**config.mk**
```make
export PLATFORM = sky130hd
export DESIGN_NAME = pso_ctrl
export DESIGN_NICKNAME = d
export VERILOG_FILES = /design/src/hdl/pso_pkg.sv /design/src/hdl/pso_ctrl.sv
export SDC_FILE = /design/constraint.sdc
export NUM_CORES = 1
export LEC_CHECK = 0
export BUFFER_PORTS_ARGS = -buffer_cell sky130_fd_sc_hd__buf_2
export CAP_MARGIN = 20
export CORE_MARGIN = 8
export CORE_UTILIZATION = 28
export CTS_CLUSTER_SIZE = 30
export DETAILED_ROUTE_END_ITERATION = 12
export PLACE_DENSITY = 0.54
export SYNTH_ARGS = -nofsm -noshare
export SYNTH_HDL_FRONTEND = slang
export SYNTH_SLANG_ARGS = --single-unit
```
**constraint.sdc**
```tcl
create_clock -name i_clk -period 1.6 [get_ports i_clk]
set_input_delay 0.4 -clock i_clk [delete_from_list [all_inputs] [get_ports i_clk]]
set_output_delay 0.4 -clock i_clk [all_outputs]
set_load 0.01 [all_outputs]
```
**src/hdl/pso_pkg.sv**
```systemverilog
// ----------------------------------------------------------------------------
// pso_pkg
// Shared types, sizes and codes of the periodic stencil operator.
// ----------------------------------------------------------------------------
package pso_pkg;

    localparam int MAX_ROWS    = 32;
    localparam int MAX_COLS    = 32;
    localparam int VALUE_WIDTH = 24;

    localparam int ROW_W     = 5;
    localparam int COL_W     = 5;
    localparam int SIZE_W    = 6;
    localparam int MU_W      = 32;
    localparam int CFG_IDX_W = 2;
    localparam int CFG_W     = 32;
    localparam int OUT_W     = 48;
    localparam int STAT_W    = 2;

    localparam logic OP_WRITE = 1'b0;
    localparam logic OP_APPLY = 1'b1;

    typedef enum logic [CFG_IDX_W-1:0] {
        CFG_MU_ROW    = 2'd0,
        CFG_MU_COL    = 2'd1,
        CFG_ROWS_USED = 2'd2,
        CFG_COLS_USED = 2'd3
    } t_cfg_idx;

    typedef enum logic [STAT_W-1:0] {
        ST_OK      = 2'd0,
        ST_SAT     = 2'd1,
        ST_OUTSIDE = 2'd2
    } t_status;

    typedef enum logic [3:0] {
        S_IDLE,
        S_RD_C,
        S_RD_U,
        S_RD_D,
        S_RD_R,
        S_RD_L,
        S_MUL_R,
        S_MUL_C,
        S_SUM,
        S_DONE
    } t_state;

    typedef enum logic [2:0] {
        NB_C,
        NB_U,
        NB_D,
        NB_R,
        NB_L
    } t_nbr;

    typedef enum logic [2:0] {
        CAP_NONE,
        CAP_V,
        CAP_DR0,
        CAP_DR1,
        CAP_DC0,
        CAP_DC1
    } t_cap;

    typedef struct packed {
        logic in_take;
        logic rd_en;
        t_nbr rd_sel;
        t_cap cap;
        logic mul_en;
        logic mul_col;
        logic sum_en;
        logic out_load;
    } t_cmd;

    typedef struct packed {
        logic outside;
        logic out_free;
    } t_stat;

endpackage

```
**src/hdl/pso_ctrl.sv**
```systemverilog
// ----------------------------------------------------------------------------
// pso_ctrl
// Sequencer: takes transactions, steps the five grid reads, the multiplier
// passes, the final add and the result load.
// ----------------------------------------------------------------------------
module pso_ctrl
    import pso_pkg::*;
(
    input  logic  i_clk,
    input  logic  i_rst_n,
    input  logic  i_valid,
    input  logic  i_op,
    output logic  o_stall,
    input  t_stat i_stat,
    output t_cmd  o_cmd
);

    t_state r_state;
    t_state n_state;
    logic   w_take;

    assign o_stall = (r_state != S_IDLE);
    assign w_take  = i_valid && (r_state == S_IDLE);

    always_ff @(posedge i_clk) begin
        if (!i_rst_n) begin
            r_state <= S_IDLE;
        end else begin
            r_state <= n_state;
        end
    end

    always_comb begin
        n_state = r_state;
        case (r_state)
            S_IDLE: begin
                if (w_take && i_op == OP_APPLY) n_state = S_RD_C;
            end
            S_RD_C: begin
                n_state = i_stat.outside ? S_DONE : S_RD_U;
            end
            S_RD_U:  n_state = S_RD_D;
            S_RD_D:  n_state = S_RD_R;
            S_RD_R:  n_state = S_RD_L;
            S_RD_L:  n_state = S_MUL_R;
            S_MUL_R: n_state = S_MUL_C;
            S_MUL_C: n_state = S_SUM;
            S_SUM:   n_state = S_DONE;
            S_DONE: begin
                if (i_stat.out_free) n_state = S_IDLE;
            end
            default: n_state = S_IDLE;
        endcase
    end

    always_comb begin
        o_cmd         = '0;
        o_cmd.rd_sel  = NB_C;
        o_cmd.cap     = CAP_NONE;
        o_cmd.in_take = w_take;
        case (r_state)
            S_RD_C: begin
                o_cmd.rd_en  = 1'b1;
                o_cmd.rd_sel = NB_C;
            end
            S_RD_U: begin
                o_cmd.rd_en  = 1'b1;
                o_cmd.rd_sel = NB_U;
                o_cmd.cap    = CAP_V;
            end
            S_RD_D: begin
                o_cmd.rd_en  = 1'b1;
                o_cmd.rd_sel = NB_D;
                o_cmd.cap    = CAP_DR0;
            end
            S_RD_R: begin
                o_cmd.rd_en  = 1'b1;
                o_cmd.rd_sel = NB_R;
                o_cmd.cap    = CAP_DR1;
            end
            S_RD_L: begin
                o_cmd.rd_en  = 1'b1;
                o_cmd.rd_sel = NB_L;
                o_cmd.cap    = CAP_DC0;
            end
            S_MUL_R: begin
                o_cmd.cap     = CAP_DC1;
                o_cmd.mul_en  = 1'b1;
                o_cmd.mul_col = 1'b0;
            end
            S_MUL_C: begin
                o_cmd.mul_en  = 1'b1;
                o_cmd.mul_col = 1'b1;
            end
            S_SUM: begin
                o_cmd.sum_en = 1'b1;
            end
            S_DONE: begin
                o_cmd.out_load = i_stat.out_free;
            end
            default: begin
                o_cmd.in_take = w_take;
            end
        endcase
    end

    a_apply_starts: assert property (@(posedge i_clk) disable iff (!i_rst_n)
        (w_take && i_op == OP_APPLY) |=> (r_state == S_RD_C))
        else $error("apply transaction did not start the read sequence");

    a_write_single: assert property (@(posedge i_clk) disable iff (!i_rst_n)
        (w_take && i_op == OP_WRITE) |=> (r_state == S_IDLE))
        else $error("write transaction left the sequencer busy");

    a_done_holds: assert property (@(posedge i_clk) disable iff (!i_rst_n)
        (r_state == S_DONE && !i_stat.out_free) |=> (r_state == S_DONE))
        else $error("pending result dropped while the output was busy");

endmodule

```
==> results.yml <==
global_routing:
  grt_pass1_vias: 409
  grt_overflow_total: 0
  grt_pass1_wl_mm: 1.600
  grt_usage: 0.07771
  antenna_found_initial: 0
  grt_max_degree: 13
timing:
  fin_crit_sh: 1.058
  finalSetupTns_ns: -0.1581
  postLayoutSetupSlackWorst_ns: -0.09328
  period_minus_slack_ns: 1.693
  hold_viol: 0
  slew_headroom: 0.8718
  fmax_ghz: 0.5906
  skew_ns: 0.004243
  final-setup-viol-count: 4
  final-max-slew-violation-count: 0
  rsz0062_at_grt: "true"
  worstMarginPinSlew_ns: 0.1917
  fin_hold_ws_ns: 0.4221
yosys:
  yosys.area_share.simple: 0.4136
  ys_seq_area_frac: 0.2169
  syn_area_um2: 369.1
  yosysWarnings: 0
  ys_ff_latch: 4
  synthCells: 54
  synth_fp_nets: 60
  ys_dominant_reg_cell: "dfxtp_1"
  synthXorXnorAreaFrac: 0.02373
  synth-edff-count: 0
  synth_commonest_cells: "a21oi_1, nor2_1, nand2_1"
  synth_top_cell_by_area: "dfxtp_1"
  avgSynthCellArea_um2: 6.835
  async_reset_ff_frac: 0
  synth_compound_area_frac: 0.2102
  synthAdderAreaFrac: 0
  synth_top_area_frac: 0.2169
  synth_top_family_by_area: "simple AND/OR/NAND/NOR gates"
  synthMuxAreaShare: 0
  ys_types: 27
  synth.most_common_cell: "a21oi_1"
  synthTopCellsByArea: "dfxtp_1, a21oi_1, nand2b_1"
power:
  seqPwrFrac: 0.243
  netSwitchingFraction: 0.3520
  combPwrFrac: 0.520
  p_leak_uw: 0.0002853
  vdd_drop_max_v: 0.0003517
  pwr-share-clk: 0.238
  power-per-cell-area_nw_per_um2: 867.7
  p_switching_uw: 180.4
  p_int_uw: 332.1
route:
  route.vias.total: 432
  drc_errors: 0
  wirelength_mm: 1.029
  drt_pass1_iterations: 2
  ant_nets: 0
  drtIter0Drc: 3
  wl_per_cell_um: 11.06
  via_per_inst: 4.645
cells_and_area:
  largest_register_ffs: 4
  antennaDiodeCount: 0
  largestRegisters: "r_state: 4 flops"
  drive_gt1_frac: 0.5897
  nets: 86
  areaGrowthSynthToFinish_pct: 60.00
  nFillCells: 121
  regMostFlops: "r_state"
cts:
  htree_num_levels: 1
  cts_tree: "yes"
  cts_hold_buf: 0
  clkSlewWorstSetupHoldPaths_ns: 0.03
  root_buffer: "clkbuf_4"
  clk_path_buf_depth: 2
  clkLatencyLatePin_ns: 0.23
  cts_buffers: 3
  cts.sinks: 4
setup_path:
  required_ns: 1.20
  cp_cell_sequence: "or4_4 -> nor2_1 -> buf_2"
  cp_max_fo: 3
  crit_path_end_kind: "output port"
  worst_path_max_delay_cell: "or4_4"
  crit_family: "simple AND/OR/NAND/NOR gates"
  crit_buf_inv: 1
  critPathKind: "flip-flop to output port"
  start_kind: "flip-flop"
  crit_arrival_ns: 1.29
  cpPeakStageDelay_ns: 0.53
run_status:
  outcome: "finished with violations"
  violations: "negative setup slack"
place:
  dp_hpwl_um: 781.5
  port_buffers: 18
  gp_congestion: 0.7358
  post-place-ws_ns: 0.1264
floorplanning:
  die_height_um: 52.31
  ioPinCount: 19
  die_x_um: 52.31
  rows: 13
  coreArea_um2: 1269
  die-area_um2: 2736
  initial_utilization: 0.2909
worst_hold_path:
  worstHoldPathType: "input pin to flip-flop"
flow_run:
  cap_violations: 0
==> layer usage <==
layer | GRT usage | part of all wire
met1 | 0.07200 | 0.43
met2 | 0.1304 | 0.52
met3 | 0.02273 | 0.045
met4 | 0.07759 | 0
met5 | 0 | 0
==> worst min-delay path: stages <==
cell,delay [ns]
buf_2,0.12
nand2_1,0.05
a21oi_1,0.03
==> power by group through the flow <==
stage               combinational [µW]  sequential, µW  clock (µW)
floorplan                          153             120           0
global placement                   210             122           0
detailed placement                 210             122           0
CTS                                227             121         125
global route                       293             126         129
finish                             266             124         122
==> cell usage in the layout (no fill, tap or decap), types with 2 or more instances in the layout <==
master and n:
a21oi_1 5, a21oi_2 3, buf_2 18, buf_4 5
buf_6 3, clkbuf_4 3, dfxtp_2 2, inv_1 3
nand2_1 3, nand2b_1 3, nor2_1 4, nor3_1 2
==> per-stage QoR <==
step / instances / total power [µW] / util / area [µm²]
final: 93 / 512.4 / 0.4655 / 590.6
after detailed placement: 86 / 331.2 / 0.3728 / 473.0
after floorplan: 54 / 273.6 / - / 369.1
after global routing: 93 / 547.3 / 0.4655 / 590.6
after CTS: 90 / 472.1 / 0.4053 / 514.2
after global placement: 86 / 331.9 / 0.3728 / 473.0
==> worst paths after layout <==
check	slack (ns)	start	cells past startpoint	end
worst max-delay path	-0.09	r_state[0]	3	o_cmd[11]
worst min-delay path	0.42	i_rst_n	3	r_state[3]
worst min register to register	0.57	r_state[1]	3	r_state[2]
worst max register to register	0.33	r_state[0]	4	r_state[0]
==> layout make-up <==
class / instances / area [µm²] / area share
inverter: 4 / 15.01 / 0.02542
timing repair buffer: 26 / 161.4 / 0.2733
multi-input combinational: 41 / 286.5 / 0.4852
tap: 15 / 18.77 / 0.03178
sequential: 4 / 86.33 / 0.1462
clock buffer: 3 / 22.52 / 0.03814
==> repair_timing <==
action | CTS | global route
setup buffers | 1 | 3
gates resized for setup | 4 | 15
endpoints found under the hold margin | 0 | 0
gates cloned | 0 | 0
pin swaps | 1 | 4
setup endpoints to repair | 7 | 10
==> cells by family after synthesis <==
family	after synthesis
buffers and inverters	9
XOR/XNOR	1
AO/OA/AOI/OAI	13
AND/OR/NAND/NOR	27
flip-flops	4
Power figures use the tool's default switching activity.
